$ cat src/sv/avl_fifo.sv
// Short FIFO between front and back ends.
module avl_fifo #(
	parameter int W     = 8,
	parameter int DEPTH = 4
) (
	input  logic         clk,
	input  logic         arst_n,
	input  logic         push,
	input  logic [W-1:0] din,
	output logic         full,
	input  logic         pop,
	output logic         nonempty,
	output logic [W-1:0] dout
);
	localparam int PTR_W = (DEPTH > 1) ? $clog2(DEPTH) : 1;
	localparam int CNT_W = $clog2(DEPTH + 1);

	logic [W-1:0]     mem_q [DEPTH];
	logic [PTR_W-1:0] wp_q, rp_q;
	logic [CNT_W-1:0] cnt_q;

	assign full     = (cnt_q == CNT_W'(DEPTH));
	assign nonempty = (cnt_q != '0);
	assign dout     = mem_q[rp_q];

	always_ff @(posedge clk) begin
		if (push) begin
			mem_q[wp_q] <= din;
		end
	end

	always_ff @(posedge clk or negedge arst_n) begin
		if (!arst_n) begin
			wp_q  <= '0;
			rp_q  <= '0;
			cnt_q <= '0;
		end else begin
			if (push) begin
				wp_q <= (wp_q == PTR_W'(DEPTH - 1)) ? '0 : wp_q + PTR_W'(1);
			end
			if (pop) begin
				rp_q <= (rp_q == PTR_W'(DEPTH - 1)) ? '0 : rp_q + PTR_W'(1);
			end
			if (push && !pop) begin
				cnt_q <= cnt_q + CNT_W'(1);
			end else if (pop && !push) begin
				cnt_q <= cnt_q - CNT_W'(1);
			end
		end
	end

endmodule

$ cat config.mk
export PLATFORM = sky130hd
export DESIGN_NAME = avl_fifo
export DESIGN_NICKNAME = d
export VERILOG_FILES = /design/src/sv/avl_fifo.sv
export SDC_FILE = /design/constraint.sdc
export NUM_CORES = 1
export LEC_CHECK = 0
export BUFFER_PORTS_ARGS = -buffer_cell sky130_fd_sc_hd__buf_2
export CAP_MARGIN = 20
export CORE_MARGIN = 2
export CORE_UTILIZATION = 28
export CTS_BUF_LIST = sky130_fd_sc_hd__clkbuf_4 sky130_fd_sc_hd__clkbuf_8
export CTS_CLUSTER_DIAMETER = 40
export DETAILED_ROUTE_END_ITERATION = 8
export PLACE_DENSITY = 0.41
export SLEW_MARGIN = 40
export SYNTH_ARGS = -nofsm -noshare
export SYNTH_HDL_FRONTEND = slang
export SYNTH_SLANG_ARGS = --single-unit
$ cat constraint.sdc
create_clock -name clk -period 2.8 [get_ports clk]
set_input_delay 0.14 -clock clk [delete_from_list [all_inputs] [get_ports clk]]
set_output_delay 0.14 -clock clk [all_outputs]
set_load 0.005 [all_outputs]
# Word level (Yosys, flattened, before mapping)
# Memory sizes are Yosys's and may differ from the RTL's.
# Index checks and enable logic that the tools add are counted.
[classes]
eq_ne = 3
mux = 6
addsub = 4
n_reduce_logical = 6
[op_table]
columns = ["operator", "n"]
rows = [
  ["$mux W3", 2],
  ["$add A2 B1 Y2 const B", 2],
  ["$eq A2 B2 Y1 const B", 2],
  ["$mux W2", 2],
  ["$add A3 B1 Y3 const B", 1],
  ["$eq A3 B3 Y1 const B", 1],
  ["$reduce_bool A3 Y1", 1],
  ["$sub A3 B1 Y3 const B", 1],
  ["$logic_and A1 B1 Y1", 2],
  ["$logic_not A1 Y1", 2],
  ["$mux W1", 2],
  ["$reduce_bool A2 Y1", 1],
]
[totals]
mem_count = 1
output_inout_bits = 10
regBits = 7
mem_bits_rw = 32
[memory_table]
columns = ["name", "depth", "word_bits", "read_ports", "rd_clocked_by_memory_dff", "wr", "line_no", "text"]
rows = [
  ["mem_q", 4, 8, 1, 0, 1, "18", "logic [W-1:0] mem_q [DEPTH];"],
]

# Logic depth before layout (Yosys ltp)
[logic_depth]
word_depth = 4
depth_mapped = 7
ltp_nobuf = 7

# Least setup slack after synthesis
# No wires, ideal clock.
[synth_timing]
kind = "reg2reg"
startpoint = "reg cnt_q[0]"
endpoint = "reg cnt_q[2]"
stages_incl_launch_ff = 5
synth_period_minus_slack_ps = 1291
path_slack_ps = 1509
arrival_time_ps = 1212
n_path_buf = 0
required_ps = 2721
path_cell_list = "dfrtp_1 > fa_1 > xor2_1 > nor2_1 > xor2_1"
[synth_via]
elab_chain_cells = 3
elab_cells_between_ends = 4
cone_classes = "add/sub (2); mux (2)"
[synth_rtl]
columns = ["element", "line_no", "text"]
rows = [
  ["start: declaration", "20", "logic [CNT_W-1:0] cnt_q;"],
  ["start signal: assignment", "45", "cnt_q <= cnt_q + CNT_W'(1);"],
  ["start signal: assignment", "47", "cnt_q <= cnt_q - CNT_W'(1);"],
  ["$sub A3 B1 Y3", "47", ""],
  ["$mux W3", "46", "end else if (pop && !push) begin"],
  ["$mux W3 (*)", "44", "if (push && !pop) begin"],
]
# Every way passes the cells marked *; elsewhere a longest branch is shown, timed or not. The select of a mux whose other input is x is not followed.
# A chain may end at the register's enable or synchronous reset.

# Final worst setup path
[layout_timing]
startpoint = "reg rp_q[0]"
endpoint = "out dout[1]"
[layout_via]
elab_chain_cells = 1
[layout_rtl]
columns = ["element", "line_no", "text"]
rows = [
  ["start: declaration", "19", "logic [PTR_W-1:0] wp_q, rp_q;"],
  ["start signal: assignment", "42", "rp_q <= (rp_q == PTR_W'(DEPTH - 1)) ? '0 : rp_q + PTR_W'(1);"],
  ["$mem_v2 Z4 W8", "--", ""],
  ["end: declaration", "13", "output logic [W-1:0] dout"],
]
# No other way between the ends.

==> impl_metrics.yaml <==
run_status:
  run_status: "completed"
pwr:
  power.internal_uw: 1386
  power.switching_uw: 478.5
  power.share.switching: 0.2566
  pwr_density_cell_mw_per_mm2: 983.1
  ir_worst_vdd_uv: 344.4
  p_clk_frac: 0.293
  static_leak_uw: 0.0007037
  p_seq_frac: 0.474
  p_comb_frac: 0.234
worst_setup_path:
  worstPathMaxFanout: 11
  worst_path_arrival_time_ps: 1760
  crit_path_start_kind: "register"
  cp_cell_sequence: "mux4_2, buf_2"
  cp_slowest_stage_delay_ps: 740
  crit_type: "register to output port"
  critPathRequiredTime_ps: 2660
  element_type_at_the_critical_path_end: "output port"
  cp_slowest_cell: "dfrtp_1"
clocking:
  htree_num_levels: 2
  max-clock-path-buffers: 2
  worstSkewPairLatency_ps: 280
  numCtsBuffers: 5
  cts_tree: "done"
  post_cts_setup_buffers: 0
  clock-sinks: 39
  postCtsResizedCells: 0
  clkSlewWorstSetupHoldPaths_ps: 80
  clock_tree.root_cell: "clkbuf_8"
  ctsHoldBuffers: 1
sta:
  achievable-frequency_mhz: 527.6
  timing.clock.skew_ps: 11.58
  setup_tns_ps: 0
  max_slew.worst_pin.slew_ps: 618.2
  period_share: 0.6769
  report.final.setup_viol: 0
  finalWorstPathRequiredPeriod_ps: 1895
  unrepaired_setup_endpoints_after_global_routing: "false"
  timing.final.hold_violations: 0
  whs_ps: 68.39
  maxSlewViolCount: 0
  max_slew_margin: 0.5879
global_route:
  initial_antenna_violation_count: 0
  maximum_number_of_pins_on_one_net_before_global_route_repair: 13
  number_of_global_route_vias_before_repair: 759
  global_route.overflow_total: 0
  grt_first_pass_wirelength_um: 4064
  gr-usage-all-layers: 0.09265
synthesis:
  ys_types: 18
  yosys.cell_count.top_type: "edfxtp_1"
  share_of_synthesized_registers_carrying_an_async_set_or_reset: 0.1795
  synthesized_instance_count: 79
  synthesis.area_sq_mm: 0.001572
  synth_top_area_share: 0.6115
  post-synth-top-area-cell: "edfxtp_1"
  synth-seq-area-share: 0.7229
  synth_seq_cells: 39
  synth_warnings: 0
  ys_dominant_reg_cell: "edfxtp_1"
  synth_top_cells_by_area: "edfxtp_1 61%, mux4_2 11%, dfrtp_1 11%"
  post_synth_most_frequent_cells: "32 x edfxtp_1, 8 x mux4_2, 7 x dfrtp_1"
  mappedNetlistNets: 98
  synth-edff-count: 32
  syn_avg_cell_area_sq_um: 19.89
route:
  wl_per_cell_um: 14.49
  wire_length_reported_by_the_detailed_router_um: 2594
  detail_route.drc_violations: 0
  route.detailed.vias_per_inst: 4.162
  num_vias: 745
  final_antenna_net_count: 0
  drt-pass1-iter-count: 2
  drt_first_iter_violations: 26
hold_path:
  hold_class: "input pin to register"
layout:
  diodes: 0
  layout-drive-gt1-share: 0.3738
  area_growth_syn_to_layout_pct: 20.70
  nets: 125
floorplanning:
  chipHeight_um: 78.92
  total_core_area_sq_mm: 0.005473
  die_w_um: 78.92
  io_pins: 22
  placement_row_count: 27
  initial_core_util: 0.2872
  floorplan.die_area_sq_mm: 0.006228
flow_run:
  timing.max_cap.violations: 0
placed_design:
  place.gp.congestion: 0.6260
  port_buffers: 21
  estimated_wirelength_of_the_detail_placed_design_um: 1757
==> final timing paths <==
kind                            slack [ps]           to     start  cells after the start
worst min-delay path                    70  mem_q[0][1]    din[1]                      1
max in group asynchronous             2430      rp_q[0]    arst_n                      2
min in group asynchronous              220     cnt_q[1]    arst_n                      2
worst max-delay path                   900      dout[1]   rp_q[0]                      2
worst max register to register        1320  mem_q[1][5]   wp_q[1]                      3
worst min register to register         490     cnt_q[2]  cnt_q[2]                      1
==> flip-flops by register name (all words and copies together) (netlist names) <==
signal and flops:
rp_q 2, mem_q 32, wp_q 2, cnt_q 3
==> area by class of cell <==
type	instances	area, sq um
well taps	72	90.09
flip-flops and latches	39	1136
fillers	548	3576
multi-input cells	33	400.4
repair buffers	22	115.1
inverters	5	18.77
clock buffers	6	76.32
clock inverters	2	60.06
==> metal layers <==
layer / vias to the layer above / track usage / wire length [um]
li1: 354 / - / -
met1: 375 / 0.1179 / 1174
met2: 14 / 0.1436 / 1298
met3: 2 / 0.03523 / 105
met4: 0 / 0.03621 / 15
met5: - / 0 / 0
==> per-stage QoR <==
stage / std cells / area, sq um / setup WS (ps) / power (uW) / util
floorplan: 79 / 1572 / 1509 / 1183 / -
detailed placement: 170 / 1750 / 1174 / 1353 / 0.3198
global route: 179 / 1897 / 768.0 / 1990 / 0.3466
finish: 179 / 1897 / 904.7 / 1865 / 0.3466
global placement: 170 / 1750 / 1161 / 1338 / 0.3198
CTS: 179 / 1897 / 847.0 / 1904 / 0.3466
==> critical path: cells and delay by family (launching register included) <==
kind                   cells  cell delay [ps]
muxes                      1              590
DFF                        1              740
buffers and inverters      1              140
==> kinds of logic (layout without fill, tap and decap cells) <==
group,after synthesis,count (layout),synth area share
compound gates,2,2,0.006370
xor+xnor,3,3,0.01672
fa+ha+maj,7,7,0.06051
buf+inv,7,35,0.02229
flops,39,39,0.7229
mux,11,11,0.1361
simple gates,10,10,0.03503
==> placed cells by master, fill, tap and decap left out <==
master / count
mux2_2: 3
or3_1: 1
nor2_1: 2
nor3b_1: 1
nand2_1: 1
buf_2: 21
nand3_1: 1
xnor2_1: 1
o21ai_0: 2
dlygate4sd3_1: 1
clkbuf_8: 5
inv_1: 5
clkbuf_4: 1
fa_1: 1
and2_1: 4
xor2_1: 2
bufinv_16: 2
mux4_2: 8
dfrtp_1: 7
ha_1: 6
edfxtp_1: 32
==> power by group through the flow <==
stage / Sequential (uW) / Combinational (uW) / Clock (uW)
finish: 883 / 436 / 546
global route: 908 / 495 / 586
detailed placement: 902 / 451 / 0
global placement: 900 / 438 / 0
floorplan: 820 / 363 / 0
CTS: 889 / 452 / 563
Note: power is estimated with default switching activity, not from simulation.
